$ cat config.mk
export PLATFORM = sky130hd
export DESIGN_NAME = relay_frame_check_and_route
export DESIGN_NICKNAME = d
export VERILOG_FILES = /design/src/sv/rfcr_pkg.sv /design/src/sv/rfcr_ram.sv /design/src/sv/rfcr_front.sv /design/src/sv/rfcr_queue.sv /design/src/sv/rfcr_back.sv /design/src/sv/relay_frame_check_and_route.sv
export SDC_FILE = /design/constraint.sdc
export NUM_CORES = 1
export LEC_CHECK = 0
export BUFFER_PORTS_ARGS = -buffer_cell sky130_fd_sc_hd__buf_2
export CAP_MARGIN = 40
export CORE_ASPECT_RATIO = 1.75
export CORE_UTILIZATION = 30
export CTS_CLUSTER_DIAMETER = 40
export DETAILED_ROUTE_END_ITERATION = 7
export GPL_TIMING_DRIVEN = 0
export MAX_ROUTING_LAYER = met4
export PLACE_DENSITY = 0.51
export SETUP_SLACK_MARGIN = 0.1
export SYNTH_ARGS = -nofsm -noshare
export SYNTH_HDL_FRONTEND = slang
export SYNTH_SLANG_ARGS = --single-unit
export TNS_END_PERCENT = 1
$ cat constraint.sdc
create_clock -name clock -period 7.7 [get_ports clock]
set_clock_uncertainty 0.05 [all_clocks]
set_input_delay 0.77 -clock clock [delete_from_list [all_inputs] [get_ports clock]]
set_output_delay 0.77 -clock clock [all_outputs]
set_load 0.03 [all_outputs]
$ cat src/sv/rfcr_pkg.sv
// shared types and constants of the relay frame check and route block
`default_nettype none
package rfcr_pkg;
   localparam int MAX_FRAME  = 64;
   localparam int MIN_FRAME  = 10;
   localparam int REPLY_LEN  = 12;
   localparam int ADDR_W     = $clog2(MAX_FRAME);
   localparam int COUNT_W    = $clog2(MAX_FRAME + 1);
   localparam int REPLY_IDX_W = $clog2(REPLY_LEN);
   localparam int IDX_W      = (COUNT_W > REPLY_IDX_W) ? COUNT_W : REPLY_IDX_W;

   localparam logic [7:0] HEAD_BYTE = 8'h68;
   localparam logic [7:0] TAIL_BYTE = 8'h16;
   localparam logic [7:0] ALL_ONES  = 8'hFF;
   localparam logic [7:0] ONE_BYTE  = 8'h01;
   localparam logic [7:0] TWO_BYTE  = 8'h02;

   typedef enum logic [2:0] {
      ST_IGNORED = 3'd0,
      ST_FORWARD = 3'd1,
      ST_REPLY   = 3'd2,
      ST_ACK     = 3'd3,
      ST_FRAMING = 3'd4,
      ST_SUM     = 3'd5,
      ST_LENGTH  = 3'd6
   } status_type;

   typedef enum logic [2:0] {
      REG_LOCAL    = 3'd0,
      REG_GATEWAY  = 3'd1,
      REG_ADDRESS  = 3'd2,
      REG_GW_ACK   = 3'd3,
      REG_SHOW     = 3'd4,
      REG_UNLOCK   = 3'd5,
      REG_REPLY    = 3'd6,
      REG_SELECT   = 3'd7
   } reg_index_type;

   typedef enum logic [1:0] {
      JOB_STATUS  = 2'd0,
      JOB_FORWARD = 2'd1,
      JOB_REPLY   = 2'd2
   } job_kind_type;

   typedef struct packed {
      job_kind_type         kind;
      status_type           status;
      logic                 ack;
      logic [COUNT_W-1:0]   len;
      logic [7:0]           nxt;
      logic [7:0]           sum;
      logic [7:0]           cmd;
      logic [7:0]           fir;
      logic [7:0]           sec;
   } job_type;

   typedef struct packed {
      logic [7:0] local_address;
      logic [7:0] gateway_address;
      logic [7:0] reply_code;
   } reply_cfg_type;
endpackage
`default_nettype wire

$ cat src/sv/rfcr_ram.sv
// generic single-port-write ram with registered read
`default_nettype none
module rfcr_ram #(
   parameter int WIDTH = 8,
   parameter int DEPTH = 64
) (
   input  wire logic                     clock,
   input  wire logic                     wr_en,
   input  wire logic [$clog2(DEPTH)-1:0] wr_addr,
   input  wire logic [WIDTH-1:0]         wr_data,
   input  wire logic [$clog2(DEPTH)-1:0] rd_addr,
   output logic      [WIDTH-1:0]         rd_data
);
   logic [WIDTH-1:0] mem [DEPTH];

   always_ff @(posedge clock) begin
      if (wr_en) begin
         mem[wr_addr] <= wr_data;
      end
      rd_data <= mem[rd_addr];
   end
endmodule
`default_nettype wire

$ cat src/sv/rfcr_front.sv
// front end: config registers, byte capture and frame judgement
`default_nettype none
module rfcr_front (
   input  wire logic                  clock,
   input  wire logic                  reset,
   input  wire logic                  csr_write_enable,
   input  wire logic [2:0]            csr_index,
   input  wire logic [7:0]            csr_write_data,
   input  wire logic                  req_valid,
   output logic                       req_ready,
   input  wire logic [7:0]            req_rx_byte,
   input  wire logic                  req_frame_end,
   input  wire logic                  q_full,
   input  wire logic                  fwd_done,
   output logic                       push,
   output rfcr_pkg::job_type          job,
   output rfcr_pkg::reply_cfg_type    reply_cfg,
   output logic                       ram_we,
   output logic [rfcr_pkg::ADDR_W-1:0] ram_addr,
   output logic [7:0]                 ram_data
);
   import rfcr_pkg::*;

   logic [7:0] local_ff, gateway_ff, addr_code_ff, ack_code_ff;
   logic [7:0] show_code_ff, unlock_code_ff, reply_code_ff, select_code_ff;

   logic [COUNT_W-1:0] count_ff, count_in;
   logic [7:0]         sum_ff, sum_in;
   logic               ovf_ff, ovf_in;
   logic [7:0]         last_ff, last_in, prev_ff, prev_in;
   logic [7:0]         hdr_ff [MIN_FRAME];
   logic [7:0]         hdr_in [MIN_FRAME];
   logic [7:0]         fir_ff, fir_in, sec_ff, sec_in;
   logic               lock_ff, lock_in;

   logic               accept, room;
   logic [7:0]         verify;
   logic               tgt_ok;
   job_type            job_c;

   assign req_ready = !q_full && !lock_ff;
   assign accept    = req_valid && req_ready;
   assign room      = (count_ff < COUNT_W'(MAX_FRAME));

   assign ram_we   = accept && room;
   assign ram_addr = count_ff[ADDR_W-1:0];
   assign ram_data = req_rx_byte;

   assign reply_cfg.local_address   = local_ff;
   assign reply_cfg.gateway_address = gateway_ff;
   assign reply_cfg.reply_code      = reply_code_ff;

   always_ff @(posedge clock) begin
      if (reset) begin
         local_ff       <= 8'd0;
         gateway_ff     <= 8'd1;
         addr_code_ff   <= 8'd1;
         ack_code_ff    <= 8'd2;
         show_code_ff   <= 8'd3;
         unlock_code_ff <= 8'd4;
         reply_code_ff  <= 8'd129;
         select_code_ff <= 8'd130;
      end else if (csr_write_enable) begin
         case (reg_index_type'(csr_index))
            REG_LOCAL:   local_ff       <= csr_write_data;
            REG_GATEWAY: gateway_ff     <= csr_write_data;
            REG_ADDRESS: addr_code_ff   <= csr_write_data;
            REG_GW_ACK:  ack_code_ff    <= csr_write_data;
            REG_SHOW:    show_code_ff   <= csr_write_data;
            REG_UNLOCK:  unlock_code_ff <= csr_write_data;
            REG_REPLY:   reply_code_ff  <= csr_write_data;
            REG_SELECT:  select_code_ff <= csr_write_data;
            default: ;
         endcase
      end
   end

   // values as they stand once this beat is stored
   always_comb begin
      count_in = count_ff;
      sum_in   = sum_ff;
      ovf_in   = ovf_ff;
      last_in  = last_ff;
      prev_in  = prev_ff;
      for (int k = 0; k < MIN_FRAME; k++) begin
         hdr_in[k] = hdr_ff[k];
      end
      if (room) begin
         count_in = count_ff + COUNT_W'(1);
         if (count_ff != '0) begin
            sum_in = sum_ff + req_rx_byte;
         end
         prev_in = last_ff;
         last_in = req_rx_byte;
         for (int k = 0; k < MIN_FRAME; k++) begin
            if (count_ff == COUNT_W'(k)) begin
               hdr_in[k] = req_rx_byte;
            end
         end
      end else begin
         ovf_in = 1'b1;
      end
   end

   assign verify = sum_in - last_in - prev_in;
   assign tgt_ok = (hdr_in[4] != 8'd0) && (hdr_in[4] != ALL_ONES);

   always_comb begin
      job_c        = '0;
      job_c.kind   = JOB_STATUS;
      job_c.status = ST_IGNORED;
      job_c.len    = count_in;
      job_c.cmd    = hdr_in[6];
      job_c.fir    = fir_ff;
      job_c.sec    = sec_ff;
      fir_in       = fir_ff;
      sec_in       = sec_ff;
      if (ovf_in || count_in < COUNT_W'(MIN_FRAME)) begin
         job_c.status = ST_LENGTH;
      end else if (hdr_in[0] != HEAD_BYTE || last_in != TAIL_BYTE) begin
         job_c.status = ST_FRAMING;
      end else if (verify != prev_in) begin
         job_c.status = ST_SUM;
      end else if (hdr_in[7] == 8'd0) begin
         job_c.status = ST_IGNORED;
      end else if (hdr_in[2] == local_ff && hdr_in[5] == local_ff) begin
         if (hdr_in[3] != 8'd0) begin
            job_c.kind = JOB_FORWARD;
            job_c.nxt  = hdr_in[3];
         end else if (tgt_ok) begin
            job_c.kind = JOB_FORWARD;
            job_c.nxt  = hdr_in[4];
         end
      end else if (hdr_in[3] == local_ff && hdr_in[5] == local_ff) begin
         if (tgt_ok) begin
            job_c.kind = JOB_FORWARD;
            job_c.nxt  = hdr_in[4];
         end
      end else if (hdr_in[4] == local_ff && hdr_in[5] == local_ff) begin
         if (hdr_in[6] == addr_code_ff) begin
            job_c.kind = JOB_REPLY;
            fir_in     = hdr_in[2];
            sec_in     = hdr_in[3];
            job_c.fir  = hdr_in[2];
            job_c.sec  = hdr_in[3];
         end else if (hdr_in[6] == ack_code_ff) begin
            job_c.status = ST_ACK;
            job_c.ack    = (hdr_in[8] == select_code_ff) && (hdr_in[9] == ONE_BYTE);
         end else if (hdr_in[6] == show_code_ff || hdr_in[6] == unlock_code_ff) begin
            job_c.kind = JOB_REPLY;
         end
      end
      if (job_c.kind == JOB_FORWARD) begin
         job_c.status = ST_FORWARD;
         // checksum with the next step swapped in
         job_c.sum    = verify - hdr_in[5] + job_c.nxt;
      end else if (job_c.kind == JOB_REPLY) begin
         job_c.status = ST_REPLY;
      end
   end

   assign push = accept && req_frame_end;
   assign job  = job_c;

   always_comb begin
      lock_in = lock_ff;
      if (fwd_done) begin
         lock_in = 1'b0;
      end
      if (push && job_c.kind == JOB_FORWARD) begin
         lock_in = 1'b1;
      end
   end

   always_ff @(posedge clock) begin
      if (reset) begin
         count_ff <= '0;
         sum_ff   <= '0;
         ovf_ff   <= 1'b0;
         fir_ff   <= '0;
         sec_ff   <= '0;
         lock_ff  <= 1'b0;
      end else begin
         lock_ff <= lock_in;
         if (accept) begin
            if (req_frame_end) begin
               count_ff <= '0;
               sum_ff   <= '0;
               ovf_ff   <= 1'b0;
               fir_ff   <= fir_in;
               sec_ff   <= sec_in;
            end else begin
               count_ff <= count_in;
               sum_ff   <= sum_in;
               ovf_ff   <= ovf_in;
            end
         end
      end
   end

   always_ff @(posedge clock) begin
      if (accept) begin
         last_ff <= last_in;
         prev_ff <= prev_in;
         for (int k = 0; k < MIN_FRAME; k++) begin
            hdr_ff[k] <= hdr_in[k];
         end
      end
   end
endmodule
`default_nettype wire

$ cat src/sv/rfcr_queue.sv
// two-entry job queue between front and back
`default_nettype none
module rfcr_queue (
   input  wire logic          clock,
   input  wire logic          reset,
   input  wire logic          push,
   input  rfcr_pkg::job_type  push_job,
   output logic               full,
   input  wire logic          pop,
   output logic               not_empty,
   output rfcr_pkg::job_type  head_job
);
   import rfcr_pkg::*;

   job_type    slot_ff [2];
   logic       wr_ff, rd_ff;
   logic [1:0] fill_ff;

   assign full      = (fill_ff == 2'd2);
   assign not_empty = (fill_ff != 2'd0);
   assign head_job  = slot_ff[rd_ff];

   always_ff @(posedge clock) begin
      if (reset) begin
         wr_ff   <= 1'b0;
         rd_ff   <= 1'b0;
         fill_ff <= 2'd0;
      end else begin
         if (push) begin
            wr_ff <= !wr_ff;
         end
         if (pop) begin
            rd_ff <= !rd_ff;
         end
         fill_ff <= fill_ff + 2'(push) - 2'(pop);
      end
   end

   always_ff @(posedge clock) begin
      if (push) begin
         slot_ff[wr_ff] <= push_job;
      end
   end
endmodule
`default_nettype wire

$ cat src/sv/rfcr_back.sv
// back end: walks a job and drives the result beats
`default_nettype none
module rfcr_back (
   input  wire logic                   clock,
   input  wire logic                   reset,
   input  wire logic                   q_not_empty,
   input  rfcr_pkg::job_type           q_job,
   output logic                        pop,
   input  rfcr_pkg::reply_cfg_type     reply_cfg,
   output logic [rfcr_pkg::ADDR_W-1:0] ram_rd_addr,
   input  wire logic [7:0]             ram_rd_data,
   output logic                        fwd_done,
   output logic                        rsp_valid,
   input  wire logic                   rsp_ready,
   output logic [7:0]                  rsp_tx_byte,
   output logic                        rsp_byte_valid,
   output logic                        rsp_last,
   output logic [2:0]                  rsp_frame_status,
   output logic                        rsp_select_ack
);
   import rfcr_pkg::*;

   typedef enum logic [3:0] {
      S_IDLE  = 4'b0001,
      S_FETCH = 4'b0010,
      S_LOAD  = 4'b0100,
      S_EMIT  = 4'b1000
   } state_type;

   state_type          state_ff, state_in;
   job_type            job_ff;
   logic [IDX_W-1:0]   idx_ff, idx_in;
   logic               ov_ff, ov_in;
   logic [7:0]         byte_ff, byte_in;
   logic               bv_ff, bv_in, last_ff, last_in, ack_ff, ack_in;
   logic [2:0]         st_ff, st_in;

   logic               out_free;
   logic [7:0]         reply_sum, reply_nxt, reply_byte, fwd_byte;
   logic               emit_last, fwd_last;

   assign out_free    = !ov_ff || rsp_ready;
   assign ram_rd_addr = idx_ff[ADDR_W-1:0];

   assign reply_nxt = (job_ff.sec != 8'd0) ? job_ff.sec :
                      ((job_ff.fir != 8'd0) ? job_ff.fir : reply_cfg.gateway_address);
   assign reply_sum = reply_cfg.local_address + job_ff.sec + job_ff.fir
                    + reply_cfg.gateway_address + reply_nxt + reply_cfg.reply_code
                    + TWO_BYTE + job_ff.cmd + ONE_BYTE;

   always_comb begin
      case (idx_ff[REPLY_IDX_W-1:0])
         4'd0:    reply_byte = HEAD_BYTE;
         4'd1:    reply_byte = reply_cfg.local_address;
         4'd2:    reply_byte = job_ff.sec;
         4'd3:    reply_byte = job_ff.fir;
         4'd4:    reply_byte = reply_cfg.gateway_address;
         4'd5:    reply_byte = reply_nxt;
         4'd6:    reply_byte = reply_cfg.reply_code;
         4'd7:    reply_byte = TWO_BYTE;
         4'd8:    reply_byte = job_ff.cmd;
         4'd9:    reply_byte = ONE_BYTE;
         4'd10:   reply_byte = reply_sum;
         default: reply_byte = TAIL_BYTE;
      endcase
   end

   assign emit_last = (job_ff.kind == JOB_STATUS) ||
                      (idx_ff == IDX_W'(REPLY_LEN - 1));
   assign fwd_last  = (idx_ff == IDX_W'(job_ff.len) - IDX_W'(1));

   always_comb begin
      if (idx_ff == IDX_W'(5)) begin
         fwd_byte = job_ff.nxt;
      end else if (idx_ff == IDX_W'(job_ff.len) - IDX_W'(2)) begin
         fwd_byte = job_ff.sum;
      end else begin
         fwd_byte = ram_rd_data;
      end
   end

   always_comb begin
      state_in = state_ff;
      idx_in   = idx_ff;
      ov_in    = ov_ff && !rsp_ready;
      byte_in  = byte_ff;
      bv_in    = bv_ff;
      last_in  = last_ff;
      ack_in   = ack_ff;
      st_in    = st_ff;
      pop      = 1'b0;
      fwd_done = 1'b0;
      case (state_ff)
         S_IDLE: begin
            if (q_not_empty) begin
               pop      = 1'b1;
               idx_in   = '0;
               state_in = (q_job.kind == JOB_FORWARD) ? S_FETCH : S_EMIT;
            end
         end
         S_FETCH: begin
            state_in = S_LOAD;
         end
         S_LOAD: begin
            if (out_free) begin
               ov_in   = 1'b1;
               byte_in = fwd_byte;
               bv_in   = 1'b1;
               last_in = fwd_last;
               ack_in  = 1'b0;
               st_in   = job_ff.status;
               if (fwd_last) begin
                  fwd_done = 1'b1;
                  state_in = S_IDLE;
               end else begin
                  idx_in   = idx_ff + IDX_W'(1);
                  state_in = S_FETCH;
               end
            end
         end
         S_EMIT: begin
            if (out_free) begin
               ov_in   = 1'b1;
               bv_in   = (job_ff.kind == JOB_REPLY);
               byte_in = (job_ff.kind == JOB_REPLY) ? reply_byte : 8'd0;
               last_in = emit_last;
               ack_in  = job_ff.ack;
               st_in   = job_ff.status;
               idx_in  = idx_ff + IDX_W'(1);
               if (emit_last) begin
                  state_in = S_IDLE;
               end
            end
         end
         default: state_in = S_IDLE;
      endcase
   end

   always_ff @(posedge clock) begin
      if (reset) begin
         state_ff <= S_IDLE;
         ov_ff    <= 1'b0;
      end else begin
         state_ff <= state_in;
         ov_ff    <= ov_in;
      end
   end

   always_ff @(posedge clock) begin
      idx_ff  <= idx_in;
      byte_ff <= byte_in;
      bv_ff   <= bv_in;
      last_ff <= last_in;
      ack_ff  <= ack_in;
      st_ff   <= st_in;
      if (pop) begin
         job_ff <= q_job;
      end
   end

   assign rsp_valid        = ov_ff;
   assign rsp_tx_byte      = byte_ff;
   assign rsp_byte_valid   = bv_ff;
   assign rsp_last         = last_ff;
   assign rsp_frame_status = st_ff;
   assign rsp_select_ack   = ack_ff;
endmodule
`default_nettype wire

$ cat src/sv/relay_frame_check_and_route.sv
// a frame is judged on its end beat and its job is queued; the back end pops it when idle
// and registers status or reply beats from the emit state, forwarded beats via fetch and load
// status and reply beats go out one per cycle unless stalled; forwarded beats each wait for a ram read
// frame bytes are taken one per cycle unless the queue is full or a forward is still being sent
// a two-job queue lets the next frame's bytes arrive while a reply or status waits
// synchronous active-high reset clears counters, relay path, queue and state; config to defaults
`default_nettype none
module relay_frame_check_and_route (
   input  wire logic       clock,
   input  wire logic       reset,
   input  wire logic       csr_write_enable,
   input  wire logic [2:0] csr_index,
   input  wire logic [7:0] csr_write_data,
   input  wire logic       req_valid,
   output logic            req_ready,
   input  wire logic [7:0] req_rx_byte,
   input  wire logic       req_frame_end,
   output logic            rsp_valid,
   input  wire logic       rsp_ready,
   output logic [7:0]      rsp_tx_byte,
   output logic            rsp_byte_valid,
   output logic            rsp_last,
   output logic [2:0]      rsp_frame_status,
   output logic            rsp_select_ack
);
   import rfcr_pkg::*;

   logic               push, q_full, q_not_empty, pop, fwd_done, ram_we;
   job_type            push_job, head_job;
   reply_cfg_type      reply_cfg;
   logic [ADDR_W-1:0]  ram_wr_addr, ram_rd_addr;
   logic [7:0]         ram_wr_data, ram_rd_data;

   rfcr_front u_front (
      .clock, .reset, .csr_write_enable, .csr_index, .csr_write_data,
      .req_valid, .req_ready, .req_rx_byte, .req_frame_end,
      .q_full, .fwd_done, .push, .job(push_job), .reply_cfg,
      .ram_we, .ram_addr(ram_wr_addr), .ram_data(ram_wr_data)
   );

   rfcr_ram #(.WIDTH(8), .DEPTH(MAX_FRAME)) u_ram (
      .clock, .wr_en(ram_we), .wr_addr(ram_wr_addr), .wr_data(ram_wr_data),
      .rd_addr(ram_rd_addr), .rd_data(ram_rd_data)
   );

   rfcr_queue u_queue (
      .clock, .reset, .push, .push_job, .full(q_full),
      .pop, .not_empty(q_not_empty), .head_job
   );

   rfcr_back u_back (
      .clock, .reset, .q_not_empty, .q_job(head_job), .pop, .reply_cfg,
      .ram_rd_addr, .ram_rd_data, .fwd_done,
      .rsp_valid, .rsp_ready, .rsp_tx_byte, .rsp_byte_valid, .rsp_last,
      .rsp_frame_status, .rsp_select_ack
   );
endmodule
`default_nettype wire

==> results.json <==
{
  "status": "finished, violations left",
  "violations": "DRC",
  "hpwl_um": 91900,
  "cp_slowest_cell": "clkbuf_1",
  "yosys_warnings": 0,
  "syn_area_per_cell_sq_um": 14.9,
  "fin_crit_ps": 7350,
  "core_sq_um": 133000,
  "ys_seq_area_frac": 0.639,
  "yosys.area_share.simple": 0.0836,
  "synth_area_sq_um": 40300,
  "worst_pin_slew_ps": 913,
  "synthMuxAreaShare": 0.133,
  "drv_cap": 0,
  "grt_util_met2": 0.363,
  "cts_buffers": 93,
  "synth_top_family_by_area": "multiplexers",
  "nets": 3035,
  "rsz0062_at_grt": "false",
  "synthCells": 2708,
  "wl_um": 123000,
  "dpl_cell_area_sq_um": 43600,
  "setup_viol": 0,
  "viasPerCell": 4.98,
  "clk_pin_slew_ps": 70,
  "clkLatencyLatePin_ps": 720,
  "layout-drive-gt1-share": 0.202,
  "multi_input_area_sq_um": 13500,
  "fp.dieW_um": 279,
  "yosys.area_share.adder": 0.0375,
  "synth_ff_type": "edfxtp_1",
  "gp_congestion": 0.926,
  "hold_class": "in2reg",
  "end_kind": "flop",
  "synth.most_common_cell": "edfxtp_1",
  "cts_tree": "done",
  "hold_viol_final": 0,
  "grt_pass1_vias": 25175,
  "p_leak_nw": 15.6,
  "synth_compound_area_frac": 0.0566,
  "yosysUniqueCellTypes": 89,
  "critPathKind": "in2reg",
  "final_cell_area_sq_um": 47100,
  "row_count": 177,
  "busiest_layer": "met2",
  "io_pins": 41,
  "cts_htree_levels": 3,
  "clock_path_buffers": 3,
  "synth_seq_cells": 895,
  "place.port_buffers": 30,
  "max_stage_delay_ps": 560,
  "ir_worst_vdd_mv": 0.177,
  "synth_nets": 2825,
  "start_util": 0.302,
  "fin_total_pwr_w": 0.0163,
  "worstPathMaxFanout": 42,
  "setup_slack_ps": 351,
  "fmax_ghz": 0.136,
  "dieArea_sq_um": 136000,
  "synthArstFlopShare": 0,
  "p_per_area_nw_per_um2": 345,
  "grt_usage": 0.186,
  "cp.arrival_ps": 7750,
  "synth_xor_area_frac": 0.0230,
  "timing.final.crit_share": 0.954,
  "clockRootBuffer": "clkbuf_16",
  "drc_errors": 1,
  "synthTopCellsByCount": "edfxtp_1, nand2_1, mux4_2",
  "required_ps": 8100,
  "area_growth_pct": 17.1,
  "via_count": 23865,
  "synth-edff-count": 780,
  "grt_pass1_wl_um": 175000,
  "grt_max_degree": 62,
  "place_ws_ps": -2390,
  "synth_area_leaders": "edfxtp_1, mux4_2, dfxtp_1",
  "synth_top_cell_area_share": 0.582,
  "dr.first_iter.drc_count": 1754,
  "final_util": 0.354,
  "worstSetupStartpointType": "primary input",
  "drt_pass1_iterations": 8,
  "yosys.area.top_type": "edfxtp_1",
  "ff_latch_area_sq_um": 25700,
  "grtUsageMet1": 0.169,
  "routedWlPerCell_um": 25.7,
  "slew_headroom": 0.389,
  "whs_ps": 334,
  "n_fill_cell": 12819,
  "detail-route-antenna-nets": 0,
  "fp.dieH_um": 487,
  "grt_overflow_total": 0,
  "clkSinkCount": 895,
  "antenna_found_initial": 4,
  "drv_slew": 0,
  "use_met3": 0.0211
}
[what timing repair did]
| item | 4_1_cts | 5_1_grt |
|---|---|---|
| endpoints found under the hold margin | 0 | 0 |
| hold buffers | 0 | 0 |
| resized for setup | 23 | 23 |
| pin swaps | 2 | 6 |
| endpoints found under the setup margin | 16 | 4 |
| gates cloned | 2 | 2 |
| setup buffers | 3 | 6 |
[placed cells by master, fill, tap and decap left out, drive strengths merged, types with 9 or more instances in the layout]
cell	n
a21o	18
nand4	12
mux4	168
edfxtp	780
o21bai	10
nor3	47
a222oi	9
clkinv	33
xnor2	64
and2	22
nor2	165
nand3	55
nor4	20
clkbuf	219
and3	26
mux2i	35
nand2	204
nor2b	20
xor2	26
bufinv	10
a22oi	12
inv	144
mux2	105
ha	44
o22ai	15
dfxtp	115
a211oi	9
o21ai	62
a21oi	148
fa	48
and4	12
nand2b	25
a31oi	24
buf	155
[registers in the layout, summed over array words and instances (netlist names), 53 cells and up, named ones only]
register and count:
u_back.job_ff 53, u_front.hdr_ff 72, u_queue.slot_ff 106, u_ram.mem 512
[where the power goes]
part	switching (W)	internal, W
Combinational	0.00320	0.00245
Sequential	0.000228	0.00569
Clock	0.00203	0.00268
Total	0.00546	0.0108
[metal layers]
metal,vias to the layer above,part of all wire
met5,-,0
met4,0,0.067
met3,280,0.036
met2,678,0.58
met1,12164,0.32
li1,10743,-
[final cells by class]
cell class	count	share of cell area
well taps	1790	0.0475
repair buffers	116	0.0277
clock inverters	60	0.0149
flip-flops and latches	895	0.546
clock buffers	114	0.0528
plain buffers	146	0.0129
inverters	135	0.0108
diodes	3	0.000159
multi-input cells	1531	0.287
[critical path: cells and delay by family]
kind                       cells  cell delay (ps)
xor gates and xnor gates       2              580
and+or+nand+nor                9             2010
adders and majority gates      4             1500
AOI/OAI and AO/OA              8             1240
buffers and inverters          6             1570
[cell families after synthesis]
logic type,after synthesis
simple gates,671
xor+xnor,96
buf+inv,282
flops,895
fa+ha+maj,92
compound gates,364
mux,308
[through the flow]
stage | instances | setup TNS, ps
6_report | 4790 | 0
5_1_grt | 4788 | 0
4_1_cts | 4779 | 0
3_5_place_dp | 4601 | -32970
3_3_place_gp | 4528 | -63800
2_1_floorplan | 2708 | 0
[path summary, 6_finish.rpt]
kind / start / endpoint / slack (ps) / cells after the start
max reg2reg: u_front.count_ff[6]$_SDFFE_PP0P_ / u_queue.slot_ff[1][31]$_DFFE_PP_ / 410 / 29
min: req_rx_byte[1] / u_ram.mem[12][1]$_DFFE_PP_ / 330 / 1
min reg2reg: u_back.job_ff[49]$_DFFE_PP_ / u_back.rsp_frame_status[1]$_DFFE_PP_ / 370 / 0
max: req_rx_byte[4] / u_queue.slot_ff[1][31]$_DFFE_PP_ / 350 / 29
Note: power is estimated with default switching activity, not from simulation.
